## config.mk

```make
export PLATFORM = sky130hd
export DESIGN_NAME = rational_arithmetic_unit
export DESIGN_NICKNAME = d
export VERILOG_FILES = /design/src/rtl/rau_pkg.sv /design/src/rtl/rational_arithmetic_unit.sv
export SDC_FILE = /design/constraint.sdc
export NUM_CORES = 2
export LEC_CHECK = 0
export BUFFER_PORTS_ARGS = -buffer_cell sky130_fd_sc_hd__buf_2
export CORE_ASPECT_RATIO = 1.75
export CORE_MARGIN = 2
export CORE_UTILIZATION = 55
export DETAILED_ROUTE_END_ITERATION = 10
export PLACE_DENSITY = 0.8
export SYNTH_ARGS = -nofsm -noshare
export SYNTH_HDL_FRONTEND = slang
export SYNTH_SLANG_ARGS = --single-unit
```

## constraint.sdc

```tcl
create_clock -name i_clk -period 6.6 [get_ports i_clk]
set_clock_uncertainty 0.15 [all_clocks]
set_input_delay 1.32 -clock i_clk [delete_from_list [all_inputs] [get_ports i_clk]]
set_output_delay 1.32 -clock i_clk [all_outputs]
set_load 0.01 [all_outputs]
```

## src/rtl/rau_pkg.sv

```systemverilog
// Package for the rational arithmetic unit: constants, command codes, state type.
`timescale 1ns / 1ps
`default_nettype none
package rau_pkg;

    localparam int unsigned FieldW   = 32;
    localparam int unsigned CmdW     = 4;
    localparam int unsigned InDataW  = 136;
    localparam int unsigned OutDataW = 72;

    localparam logic [CmdW-1:0] CMD_ADD = 4'd0;
    localparam logic [CmdW-1:0] CMD_SUB = 4'd1;
    localparam logic [CmdW-1:0] CMD_MUL = 4'd2;
    localparam logic [CmdW-1:0] CMD_DIV = 4'd3;
    localparam logic [CmdW-1:0] CMD_GT  = 4'd4;
    localparam logic [CmdW-1:0] CMD_GE  = 4'd5;
    localparam logic [CmdW-1:0] CMD_LT  = 4'd6;
    localparam logic [CmdW-1:0] CMD_LE  = 4'd7;
    localparam logic [CmdW-1:0] CMD_EQ  = 4'd8;

    typedef enum logic [3:0] {
        ST_IDLE,
        ST_MUL,
        ST_FORM,
        ST_NSTART,
        ST_GSH,
        ST_GU,
        ST_GV,
        ST_GSUB,
        ST_DIVN,
        ST_DIVD,
        ST_NEND,
        ST_DONE
    } t_state;

endpackage
`default_nettype wire

```

## src/rtl/rational_arithmetic_unit.sv

```systemverilog
// Top level: sequenced rational arithmetic with serial multiply, binary GCD and serial divide.
`timescale 1ns / 1ps
`default_nettype none
//  channel | dir | tdata fields (lowest bit up)
//  s       | in  | cmd[3:0] num_a[35:4] den_a[67:36] num_b[99:68] den_b[131:100], zero pad
//  m       | out | res_num[31:0] res_den[63:32] flag[64], zero pad to 72
//
//  One beat in, one beat out. Products come from a serial shift-add multiply: two for compares, mul
//  and div, three for add/sub (none when the denominators are equal), none for eq. The binary GCD
//  is followed by two serial divisions, numerator then denominator, when it exceeds one; eq
//  normalises twice. Reset is synchronous, active low, and clears the sequencer and output
//  valid. o_s_tready is high only in idle; a finished result waits in the output register while
//  the next beat is taken.
module rational_arithmetic_unit #(
    parameter int WIDTH = 32
) (
    input  wire                              i_clk,
    input  wire                              i_rst_n,
    input  wire                              i_s_tvalid,
    output logic                             o_s_tready,
    // cmd, num_a, den_a, num_b, den_b, pad
    input  wire  [rau_pkg::InDataW-1:0]      i_s_tdata,
    output logic                             o_m_tvalid,
    input  wire                              i_m_tready,
    // res_num, res_den, flag, pad
    output logic [rau_pkg::OutDataW-1:0]     o_m_tdata
);

    localparam int CW = $clog2(WIDTH + 1);
    localparam int SW = $clog2(WIDTH);
    localparam int FW = rau_pkg::FieldW;

    rau_pkg::t_state r_state, n_state;

    logic [3:0]       r_cmd, n_cmd;
    logic [WIDTH-1:0] r_na, r_da, r_nb, r_db, n_na, n_da, n_nb, n_db;
    logic [WIDTH-1:0] r_p [4];
    logic [WIDTH-1:0] n_p [4];
    logic [1:0]       r_pi, n_pi;
    logic             r_busy, n_busy;
    logic [WIDTH-1:0] r_mx, r_my, r_acc, n_mx, n_my, n_acc;
    logic [CW-1:0]    r_cnt, n_cnt;
    logic [WIDTH-1:0] r_n, r_d, n_n, n_d;
    logic [WIDTH-1:0] r_en, r_ed, n_en, n_ed;
    logic             r_phase, n_phase;
    logic [WIDTH-1:0] r_u, r_v, r_g, n_u, n_v, n_g;
    logic [SW-1:0]    r_sh, n_sh;
    logic [WIDTH-1:0] r_q, r_rem, n_q, n_rem;
    logic             r_fl, n_fl;
    logic             r_ovalid, n_ovalid;
    logic [rau_pkg::OutDataW-1:0] r_odata, n_odata;

    // shared datapath
    logic [3:0]       w_need;
    logic [WIDTH-1:0] w_opx, w_opy, w_acc;
    logic             w_last;
    logic [WIDTH-1:0] w_lo, w_hi, w_diff, w_g;
    logic [WIDTH:0]   w_rem2, w_sub;
    logic             w_ge;
    logic [WIDTH-1:0] w_qn, w_remn;
    logic [WIDTH-1:0] w_nn, w_dd, w_mn, w_md;
    logic [WIDTH+FW-1:0] w_ina, w_ida, w_inb, w_idb, w_on, w_od;
    logic             w_deq;

    assign w_ina = {{WIDTH{i_s_tdata[35]}},  i_s_tdata[35:4]};
    assign w_ida = {{WIDTH{i_s_tdata[67]}},  i_s_tdata[67:36]};
    assign w_inb = {{WIDTH{i_s_tdata[99]}},  i_s_tdata[99:68]};
    assign w_idb = {{WIDTH{i_s_tdata[131]}}, i_s_tdata[131:100]};
    assign w_on  = {{FW{1'b0}}, r_n};
    assign w_od  = {{FW{1'b0}}, r_d};

    assign w_deq = (r_da == r_db);

    // which of the four products the command needs
    always_comb begin
        case (r_cmd)
            rau_pkg::CMD_ADD, rau_pkg::CMD_SUB: w_need = w_deq ? 4'b0000 : 4'b0111;
            rau_pkg::CMD_MUL: w_need = 4'b1100;
            rau_pkg::CMD_DIV: w_need = 4'b1001;
            rau_pkg::CMD_GT, rau_pkg::CMD_GE,
            rau_pkg::CMD_LT, rau_pkg::CMD_LE: w_need = 4'b0011;
            default: w_need = 4'b0000;
        endcase
    end

    always_comb begin
        case (r_pi)
            2'd0: begin w_opx = r_na; w_opy = r_db; end
            2'd1: begin w_opx = r_nb; w_opy = r_da; end
            2'd2: begin w_opx = r_da; w_opy = r_db; end
            default: begin
                w_opx = (r_cmd == rau_pkg::CMD_DIV) ? r_da : r_na;
                w_opy = r_nb;
            end
        endcase
    end

    assign w_acc  = r_acc + (r_my[0] ? r_mx : '0);
    assign w_last = (r_cnt == CW'(WIDTH - 1));

    assign w_lo   = (r_u > r_v) ? r_v : r_u;
    assign w_hi   = (r_u > r_v) ? r_u : r_v;
    assign w_diff = w_hi - w_lo;
    assign w_g    = w_lo << r_sh;

    assign w_rem2 = {r_rem, r_q[WIDTH-1]};
    assign w_sub  = w_rem2 - {1'b0, r_g};
    assign w_ge   = (w_rem2 >= {1'b0, r_g});
    assign w_remn = w_ge ? w_sub[WIDTH-1:0] : w_rem2[WIDTH-1:0];
    assign w_qn   = {r_q[WIDTH-2:0], w_ge};

    // sign fix-up before GCD
    assign w_nn = r_d[WIDTH-1] ? (-r_n) : r_n;
    assign w_dd = r_d[WIDTH-1] ? (-r_d) : r_d;
    assign w_mn = w_nn[WIDTH-1] ? (-w_nn) : w_nn;
    assign w_md = w_dd[WIDTH-1] ? (-w_dd) : w_dd;

    assign o_s_tready = (r_state == rau_pkg::ST_IDLE);
    assign o_m_tvalid = r_ovalid;
    assign o_m_tdata  = r_odata;

    // next state
    always_comb begin
        n_state = r_state;
        case (r_state)
            rau_pkg::ST_IDLE: if (i_s_tvalid) n_state = rau_pkg::ST_MUL;
            rau_pkg::ST_MUL: begin
                if ((!w_need[r_pi] || (r_busy && w_last)) && r_pi == 2'd3)
                    n_state = rau_pkg::ST_FORM;
            end
            rau_pkg::ST_FORM: begin
                case (r_cmd)
                    rau_pkg::CMD_ADD, rau_pkg::CMD_SUB, rau_pkg::CMD_MUL,
                    rau_pkg::CMD_DIV, rau_pkg::CMD_EQ: n_state = rau_pkg::ST_NSTART;
                    default: n_state = rau_pkg::ST_DONE;
                endcase
            end
            rau_pkg::ST_NSTART: begin
                if (r_d == '0 || r_n == '0) n_state = rau_pkg::ST_NEND;
                else                        n_state = rau_pkg::ST_GSH;
            end
            rau_pkg::ST_GSH: if (r_u[0] || r_v[0]) n_state = rau_pkg::ST_GU;
            rau_pkg::ST_GU:  if (r_u[0]) n_state = rau_pkg::ST_GV;
            rau_pkg::ST_GV:  if (r_v[0]) n_state = rau_pkg::ST_GSUB;
            rau_pkg::ST_GSUB: begin
                if (w_diff != '0)    n_state = rau_pkg::ST_GV;
                else if (w_g > WIDTH'(1)) n_state = rau_pkg::ST_DIVN;
                else                 n_state = rau_pkg::ST_NEND;
            end
            rau_pkg::ST_DIVN: if (w_last) n_state = rau_pkg::ST_DIVD;
            rau_pkg::ST_DIVD: if (w_last) n_state = rau_pkg::ST_NEND;
            rau_pkg::ST_NEND: begin
                if (r_cmd == rau_pkg::CMD_EQ && !r_phase) n_state = rau_pkg::ST_NSTART;
                else                                       n_state = rau_pkg::ST_DONE;
            end
            rau_pkg::ST_DONE: if (!r_ovalid || i_m_tready) n_state = rau_pkg::ST_IDLE;
            default: n_state = rau_pkg::ST_IDLE;
        endcase
    end

    // datapath and outputs
    always_comb begin
        n_cmd = r_cmd; n_na = r_na; n_da = r_da; n_nb = r_nb; n_db = r_db;
        n_p = r_p; n_pi = r_pi; n_busy = r_busy;
        n_mx = r_mx; n_my = r_my; n_acc = r_acc; n_cnt = r_cnt;
        n_n = r_n; n_d = r_d; n_en = r_en; n_ed = r_ed; n_phase = r_phase;
        n_u = r_u; n_v = r_v; n_g = r_g; n_sh = r_sh;
        n_q = r_q; n_rem = r_rem; n_fl = r_fl;
        n_ovalid = r_ovalid & ~i_m_tready;
        n_odata  = r_odata;
        case (r_state)
            rau_pkg::ST_IDLE: begin
                if (i_s_tvalid) begin
                    n_cmd = i_s_tdata[3:0];
                    n_na = w_ina[WIDTH-1:0]; n_da = w_ida[WIDTH-1:0];
                    n_nb = w_inb[WIDTH-1:0]; n_db = w_idb[WIDTH-1:0];
                    n_pi = 2'd0; n_busy = 1'b0; n_phase = 1'b0; n_fl = 1'b0;
                end
            end
            rau_pkg::ST_MUL: begin
                if (!w_need[r_pi]) begin
                    n_pi = r_pi + 2'd1;
                end else if (!r_busy) begin
                    n_busy = 1'b1; n_mx = w_opx; n_my = w_opy;
                    n_acc = '0; n_cnt = '0;
                end else begin
                    n_acc = w_acc; n_mx = r_mx << 1; n_my = r_my >> 1;
                    n_cnt = r_cnt + CW'(1);
                    if (w_last) begin
                        n_p[r_pi] = w_acc; n_busy = 1'b0; n_pi = r_pi + 2'd1;
                    end
                end
            end
            rau_pkg::ST_FORM: begin
                n_n = '0; n_d = WIDTH'(1);
                case (r_cmd)
                    rau_pkg::CMD_ADD: begin
                        n_d = w_deq ? r_da : r_p[2];
                        n_n = w_deq ? (r_na + r_nb) : (r_p[0] + r_p[1]);
                    end
                    rau_pkg::CMD_SUB: begin
                        n_d = w_deq ? r_da : r_p[2];
                        n_n = w_deq ? (r_na - r_nb) : (r_p[0] - r_p[1]);
                    end
                    rau_pkg::CMD_MUL: begin n_n = r_p[3]; n_d = r_p[2]; end
                    rau_pkg::CMD_DIV: begin n_n = r_p[0]; n_d = r_p[3]; end
                    rau_pkg::CMD_GT: n_fl = ($signed(r_p[0]) >  $signed(r_p[1]));
                    rau_pkg::CMD_GE: n_fl = ($signed(r_p[0]) >= $signed(r_p[1]));
                    rau_pkg::CMD_LT: n_fl = ($signed(r_p[0]) <  $signed(r_p[1]));
                    rau_pkg::CMD_LE: n_fl = ($signed(r_p[0]) <= $signed(r_p[1]));
                    rau_pkg::CMD_EQ: begin n_n = r_na; n_d = r_da; end
                    default: ;
                endcase
            end
            rau_pkg::ST_NSTART: begin
                if (r_d == '0) begin
                    n_n = '1;
                end else if (r_n == '0) begin
                    n_d = WIDTH'(1);
                end else begin
                    n_n = w_nn; n_d = w_dd; n_u = w_mn; n_v = w_md; n_sh = '0;
                end
            end
            rau_pkg::ST_GSH: begin
                if (!r_u[0] && !r_v[0]) begin
                    n_u = r_u >> 1; n_v = r_v >> 1; n_sh = r_sh + SW'(1);
                end
            end
            rau_pkg::ST_GU: if (!r_u[0]) n_u = r_u >> 1;
            rau_pkg::ST_GV: if (!r_v[0]) n_v = r_v >> 1;
            rau_pkg::ST_GSUB: begin
                n_u = w_lo; n_v = w_diff; n_g = w_g;
                n_q = r_n[WIDTH-1] ? (-r_n) : r_n;
                n_rem = '0; n_cnt = '0;
            end
            rau_pkg::ST_DIVN: begin
                n_q = w_qn; n_rem = w_remn; n_cnt = r_cnt + CW'(1);
                if (w_last) begin
                    n_n = r_n[WIDTH-1] ? (-w_qn) : w_qn;
                    n_q = r_d[WIDTH-1] ? (-r_d) : r_d;
                    n_rem = '0; n_cnt = '0;
                end
            end
            rau_pkg::ST_DIVD: begin
                n_q = w_qn; n_rem = w_remn; n_cnt = r_cnt + CW'(1);
                if (w_last) n_d = r_d[WIDTH-1] ? (-w_qn) : w_qn;
            end
            rau_pkg::ST_NEND: begin
                if (r_cmd == rau_pkg::CMD_EQ) begin
                    if (!r_phase) begin
                        n_en = r_n; n_ed = r_d; n_n = r_nb; n_d = r_db; n_phase = 1'b1;
                    end else begin
                        n_fl = (r_n == r_en) && (r_d == r_ed);
                        n_n = '0; n_d = WIDTH'(1);
                    end
                end
            end
            rau_pkg::ST_DONE: begin
                if (!r_ovalid || i_m_tready) begin
                    n_ovalid = 1'b1;
                    n_odata  = {7'b0, r_fl, w_od[FW-1:0], w_on[FW-1:0]};
                end
            end
            default: ;
        endcase
    end

    always_ff @(posedge i_clk) begin
        if (!i_rst_n) begin
            r_state  <= rau_pkg::ST_IDLE;
            r_ovalid <= 1'b0;
            r_busy   <= 1'b0;
        end else begin
            r_state  <= n_state;
            r_ovalid <= n_ovalid;
            r_busy   <= n_busy;
        end
    end

    always_ff @(posedge i_clk) begin
        r_cmd <= n_cmd; r_na <= n_na; r_da <= n_da; r_nb <= n_nb; r_db <= n_db;
        r_p <= n_p; r_pi <= n_pi;
        r_mx <= n_mx; r_my <= n_my; r_acc <= n_acc; r_cnt <= n_cnt;
        r_n <= n_n; r_d <= n_d; r_en <= n_en; r_ed <= n_ed; r_phase <= n_phase;
        r_u <= n_u; r_v <= n_v; r_g <= n_g; r_sh <= n_sh;
        r_q <= n_q; r_rem <= n_rem; r_fl <= n_fl;
        r_odata <= n_odata;
    end

endmodule
`default_nettype wire

```

Word level (Yosys, flattened, before mapping)
Index checks and enable logic that the tools add are counted.
Cells by class
  add/sub/neg operators: 15
  magnitude comparators: 10
  equal/unequal tests: 46
  shifts and indexed selects: 1
  mux-type cells: 94
  bitwise logic cells: 4
  reduce and logical (&&, ||, !) cells: 53
Operator list (count)
  2-to-1 mux 32 bit: 37
  case mux 32 bit (4 select lines): 5
  case mux 32 bit (3 select lines): 3
  negator 32 bit: 5
  case mux 32 bit (5 select lines): 1
  bitwise mux 128 bit: 1
  subtractor 32 bit: 4
  adder 32 bit: 3
  == test 32 bit: 3
  demux 32 bit (select 2 bit): 1
  greater-than comparator 32 bit: 2
  logical NOT 32 bit: 2
  case mux 32 bit (2 select lines): 1
  2-to-1 mux 4 bit: 12
  case mux 4 bit (12 select lines): 1
  >= comparator 33 x 32 -> 1 bit: 1
  == test 4 x 3 -> 1 bit (second input constant): 8
  >= comparator 32 bit: 1
  greater-than comparator 32 x 1 -> 1 bit (second input constant): 1
  <= comparator 32 bit: 1
  < comparator 32 bit: 1
  inequality test 2 bit (second input constant): 16
  nonzero test 32 bit: 1
  left shift 32 x 5 -> 32 bit: 1
  other kinds (47): 111
Word-level totals
  register bits: 730
  logic and storage cells: 257

Logic depth before layout (Yosys ltp)
  depth in word-level cells: 10
  depth in mapped cells: 28

Worst setup path after synthesis
Ideal clock, no wire load.
  path kind: reg-to-reg
  from: reg r_d[2]
  to: reg r_n[0], enable pin
  setup time: 0.480 ns
  data arrival time: 5.892 ns
  slack: 0.078 ns
  cell stages (with the launch flop): 13
  buffers on the path: 3
  cell sequence: edfxtp_1 -> clkbuf_1 -> nor4_1 -> inv_1 -> nor3_1 -> nand4_1 -> or3_1 -> or2_2 -> nand2b_1 -> or3_1 -> clkbuf_1 -> clkbuf_1 -> a311oi_1
Between the ends
  cells in the longest elaborated chain, start to end: 3
RTL lines
  start, declared: RTL line rational_arithmetic_unit.sv:43  | logic [WIDTH-1:0] r_n, r_d, n_n, n_d;
  start signal, assigned: RTL line rational_arithmetic_unit.sv:284  | r_n <= n_n; r_d <= n_d; r_en <= n_en; r_ed <= n_ed; r_phase <= n_phase;
  logical NOT 32 bit: RTL line rational_arithmetic_unit.sv:216  | if (r_d == '0) begin
  inequality test 3 bit (no line)
  AND reduction 4 bit (no line)
  end signal, assigned: RTL line rational_arithmetic_unit.sv:284
  end, declared: RTL line rational_arithmetic_unit.sv:43
Every way passes these cells.
A chain may end at the register's enable or synchronous reset.

Final worst setup path
  from: reg r_u[15]
  to: reg r_state[1]
Between the ends
  cells in the longest elaborated chain, start to end: 7
  elaborated cells on any way between the ends: 10
RTL lines
  start, declared: RTL line rational_arithmetic_unit.sv:46  | logic [WIDTH-1:0] r_u, r_v, r_g, n_u, n_v, n_g;
  start signal, assigned: RTL line rational_arithmetic_unit.sv:285  | r_u <= n_u; r_v <= n_v; r_g <= n_g; r_sh <= n_sh;
  greater-than comparator 32 bit: RTL line rational_arithmetic_unit.sv:101, rational_arithmetic_unit.sv:102
  2-to-1 mux 32 bit: RTL line rational_arithmetic_unit.sv:101  | assign w_lo = (r_u > r_v) ? r_v : r_u;
  left shift 32 x 5 -> 32 bit: RTL line rational_arithmetic_unit.sv:104  | assign w_g = w_lo << r_sh;
  greater-than comparator 32 x 1 -> 1 bit: RTL line rational_arithmetic_unit.sv:147  | else if (w_g > WIDTH'(1)) n_state = rau_pkg::ST_DIVN;
  2-to-1 mux 2 bit: RTL line rational_arithmetic_unit.sv:147
  2-to-1 mux 4 bit *: RTL line rational_arithmetic_unit.sv:146  | if (w_diff != '0) n_state = rau_pkg::ST_GV;
  case mux 4 bit (12 select lines) *: RTL line rational_arithmetic_unit.sv:125  | case (r_state)
  end signal, assigned: RTL line rational_arithmetic_unit.sv:270  | r_state <= rau_pkg::ST_IDLE;
  end signal, assigned: RTL line rational_arithmetic_unit.sv:274  | r_state <= n_state;
  end, declared: RTL line rational_arithmetic_unit.sv:33  | rau_pkg::t_state r_state, n_state;
Every way passes the cells marked *; elsewhere a longest branch is shown, timed or not.

==> impl_metrics.yaml <==
drt:
  routed_wl_um: 198000
  via_per_inst: 6.74
  drt_first_pass_iters: 9
  antenna_left: 0
  drtIter0Drc: 4936
  vias: 44052
  route.detailed.drc: 0
  wl_per_cell_um: 30.2
synthesis:
  synth_enable_flop_cells: 724
  synth-seq-area-share_pct: 44.9
  synth_top_family_by_area: "compound AO/OA/AOI/OAI gates"
  synthMuxAreaShare_pct: 3.24
  avgSynthCellArea_sq_um: 9.85
  async_flop_share_pct: 0
  yosys.area_share.simple_pct: 13.4
  synthAdderAreaFrac_pct: 6.23
  synth-compound-area-share_pct: 19.7
  ys.flop_type: "edfxtp_1"
  syn_inst: 4941
  synth-seq-cells: 730
  synthesis.area_sq_um: 48700
  yosysUniqueCellTypes: 102
  yosysWarnings: 0
  synthXorXnorAreaFrac_pct: 7.85
power:
  intPower_w: 0.0135
  pwr-share-seq_pct: 31.2
  powerDensity_nw_per_um2: 434
  power.switching_w: 0.0107
  power_switching_share_pct: 44.3
  power_w: 0.0242
  clkPwrFrac_pct: 17.4
  power.leakage_nw: 21.4
  ir_worst_vdd_uv: 399
  combPwrFrac_pct: 51.5
final_layout:
  nets: 5685
  nFillCells: 7397
  layout-drive-gt1-share_pct: 15.7
  regArea_sq_um: 21900
  multiInputGateArea_sq_um: 25000
  fin_area_sq_um: 55700
  area_growth_pct: 14.4
sta:
  final-setup-viol-count: 0
  fin_tns_setup_ps: 0
  final_hold_viol_count: 0
  finalMaxSlewViolations: 2
  period_share_pct: 97.8
  rsz0062_at_grt: "yes"
  max_slew.worst_pin.slew_ps: 1530
  max_slew_margin_pct: -3.00
  clock.fmax_mhz: 155
  min_period_ps: 6460
floorplan:
  start_util_pct: 55.3
  die_area_sq_um: 91000
  rows: 144
  die_h_um: 397
  num_io_pins: 214
  core_sq_um: 87900
  die_w_um: 229
job:
  max_cap_violations: 1
status:
  violations: "capacitance limit, slew limit"
  outcome: "complete, but fails checks"
clock_network:
  ctsHoldBuffers: 0
  cts_max_level: 3
  cts_max_path_buffers: 3
  clk_pin_slew_ps: 70
  cts_made_buffers: 70
  clock_latency_ps: 710
  cts_sinks: 730
  cts_root_buf: "clkbuf_16"
  cts_tree: "yes"
worst_setup_path:
  worstPathRequired_ps: 7010
  crit_arrival_ps: 6860
  crit_start: "r_u[15]$_DFFE_PP_"
  cp_max_fo: 4
  startpoint_type: "flop"
  end_kind: "flop"
  critical_path_class: "reg2reg"
  r2r-start: "r_u[15]$_DFFE_PP_"
global_route:
  grt_max_degree: 82
  gr-total-overflow: 0
  grt.total_usage_pct: 42.9
  grt_pass1_wl_um: 283000
  antenna_found_initial: 18
  grt_pass1_vias: 44051
min_path:
  hold_path_class: "reg2reg"
  hold_start: "r_fl$_SDFFCE_PN0P_"
placement:
  port-buffer-count: 202
  place_area_sq_um: 53000
  gp_congestion: 1.06
  hpwlAfterDp_um: 146000
metal layers:
layer  up-vias  global-route usage, %  wire, um
met5         -                      0        99
met2      2938                   71.3     93300
li1      19188                      -         -
met4        16                   44.8     25300
met1     20807                   42.2     60100
met3      1103                   10.9     18800
cells by family (layout without fill, tap and decap cells):
| family | count (synthesis) | count (layout) |
|---|---|---|
| AOI/OAI and AO/OA | 1438 | 1438 |
| xor gates and xnor gates | 436 | 436 |
| adders and majority gates | 239 | 239 |
| buffers and inverters | 585 | 1001 |
| DFF | 730 | 730 |
| muxes | 140 | 140 |
| other | 1 | 15 |
| and+or+nand+nor | 1372 | 1372 |
through the flow:
stage	setup WS (ps)	utilization [%]	hold slack [ps]	std cells
after global placement	-469	60.3	251	6393
after floorplan	78.1	-	250	4947
final	142	63.3	272	6539
after CTS	32.9	63.0	272	6525
after global routing	-36.6	63.3	291	6531
after detailed placement	-511	60.3	270	6393
synthesized netlist by cell type, drive strengths merged (11+ instances only):
cell,number,area share (%)
nand4,49,0.64
and2,83,1.1
ha,232,6.0
or4,16,0.25
o21a,18,0.28
o31ai,36,0.57
a221oi,74,1.3
mux4,12,0.56
a22oi,22,0.34
a221o,56,1.2
mux2,20,0.46
and3,31,0.40
edfxtp,724,45
xor2,196,3.5
o21ai,336,3.5
o22ai,42,0.54
nand2b,43,0.55
a31oi,44,0.58
o211ai,27,0.42
nor2b,37,0.48
or3,64,0.82
nand2,443,3.4
a222oi,52,1.1
or2,18,0.24
nor4,42,0.58
inv,280,2.2
xnor2,240,4.3
o221ai,87,1.6
a21oi,375,3.9
nand3,70,0.72
nor3,89,0.93
o21bai,45,0.69
nor2,358,2.8
nand3b,11,0.17
a211oi,64,0.99
a21o,53,0.82
buf,58,0.59
clkbuf,243,1.9
mux2i,108,2.2
worst paths after layout:
path | to | slack (ps) | cells past startpoint
worst min register to register | o_m_tdata[64]$_DFFE_PP_ | 270 | 0
worst min-delay path | o_m_tdata[64]$_DFFE_PP_ | 270 | 0
worst max register to register | r_state[1]$_SDFFE_PN0P_ | 140 | 26
worst max-delay path | r_state[1]$_SDFFE_PN0P_ | 140 | 26
sequential cells by signal (all words and copies together) (netlist names), 4 cells and up:
register	cells
o_m_tdata	65
r_acc	32
r_cmd	4
r_cnt	6
r_d	32
r_da	32
r_db	32
r_ed	32
r_en	32
r_g	32
r_mx	32
r_my	32
r_n	32
r_na	32
r_nb	32
r_p	128
r_q	32
r_rem	32
r_sh	5
r_state	4
r_u	32
r_v	32
cells in the final DEF (no fill, tap or decap), types with 70 or more instances in the layout:
| cell type | instances |
|---|---|
| a21oi_1 | 370 |
| a221oi_1 | 71 |
| and2_1 | 81 |
| buf_2 | 202 |
| buf_4 | 382 |
| clkbuf_16 | 74 |
| edfxtp_1 | 724 |
| ha_1 | 223 |
| inv_1 | 274 |
| mux2i_1 | 108 |
| nand2_1 | 437 |
| nand3_1 | 70 |
| nor2_1 | 351 |
| nor3_1 | 82 |
| o21ai_0 | 327 |
| o221ai_1 | 87 |
| xnor2_1 | 239 |
| xor2_1 | 193 |
worst max-delay path, stage by stage, from the launching register on:
cell       delay [ps]
edfxtp_1          430
ha_4              310
nand4_4           140
buf_4             170
or2_4             270
a2111oi_4         450
o31ai_4           110
a211oi_2          270
nor2_1            100
ha_2              210
nand2_2            80
nand2b_1           70
a21oi_2           150
o211ai_1          120
mux2_4            300
a2111oi_4         290
buf_4             200
a211oi_4           90
nor2_2            190
a21oi_2           100
xnor2_1           160
buf_4             210
o2111ai_2         200
or4_4             640
or4b_4            530
nor4_4            230
a31oi_1           150
power by group through the flow:
stage	registers [W]	clock network (W)	logic, W
6_report	0.00753	0.00420	0.0124
5_1_grt	0.00756	0.00437	0.0131
4_1_cts	0.00745	0.00421	0.0119
3_5_place_dp	0.00754	0	0.0117
3_3_place_gp	0.00751	0	0.0116
2_1_floorplan	0.00718	0	0.00702
layout make-up:
class | instances | share of cell area (%)
inverter | 284 | 1.93
multi-input combinational | 3632 | 44.8
antenna | 8 | 0.0360
clock inverter | 46 | 0.760
sequential | 730 | 39.3
clock buffer | 82 | 3.38
tap | 1168 | 2.63
timing repair buffer | 589 | 7.15
repair_timing:
| action | CTS | global route |
|---|---|---|
| hold endpoints to repair | 0 | 0 |
| endpoints found under the setup margin | 3 | 12 |
| resized for setup | 13 | 28 |
| setup buffers | 4 | 7 |
| pin swaps | 11 | 31 |
Note: power is estimated with default switching activity, not from simulation.
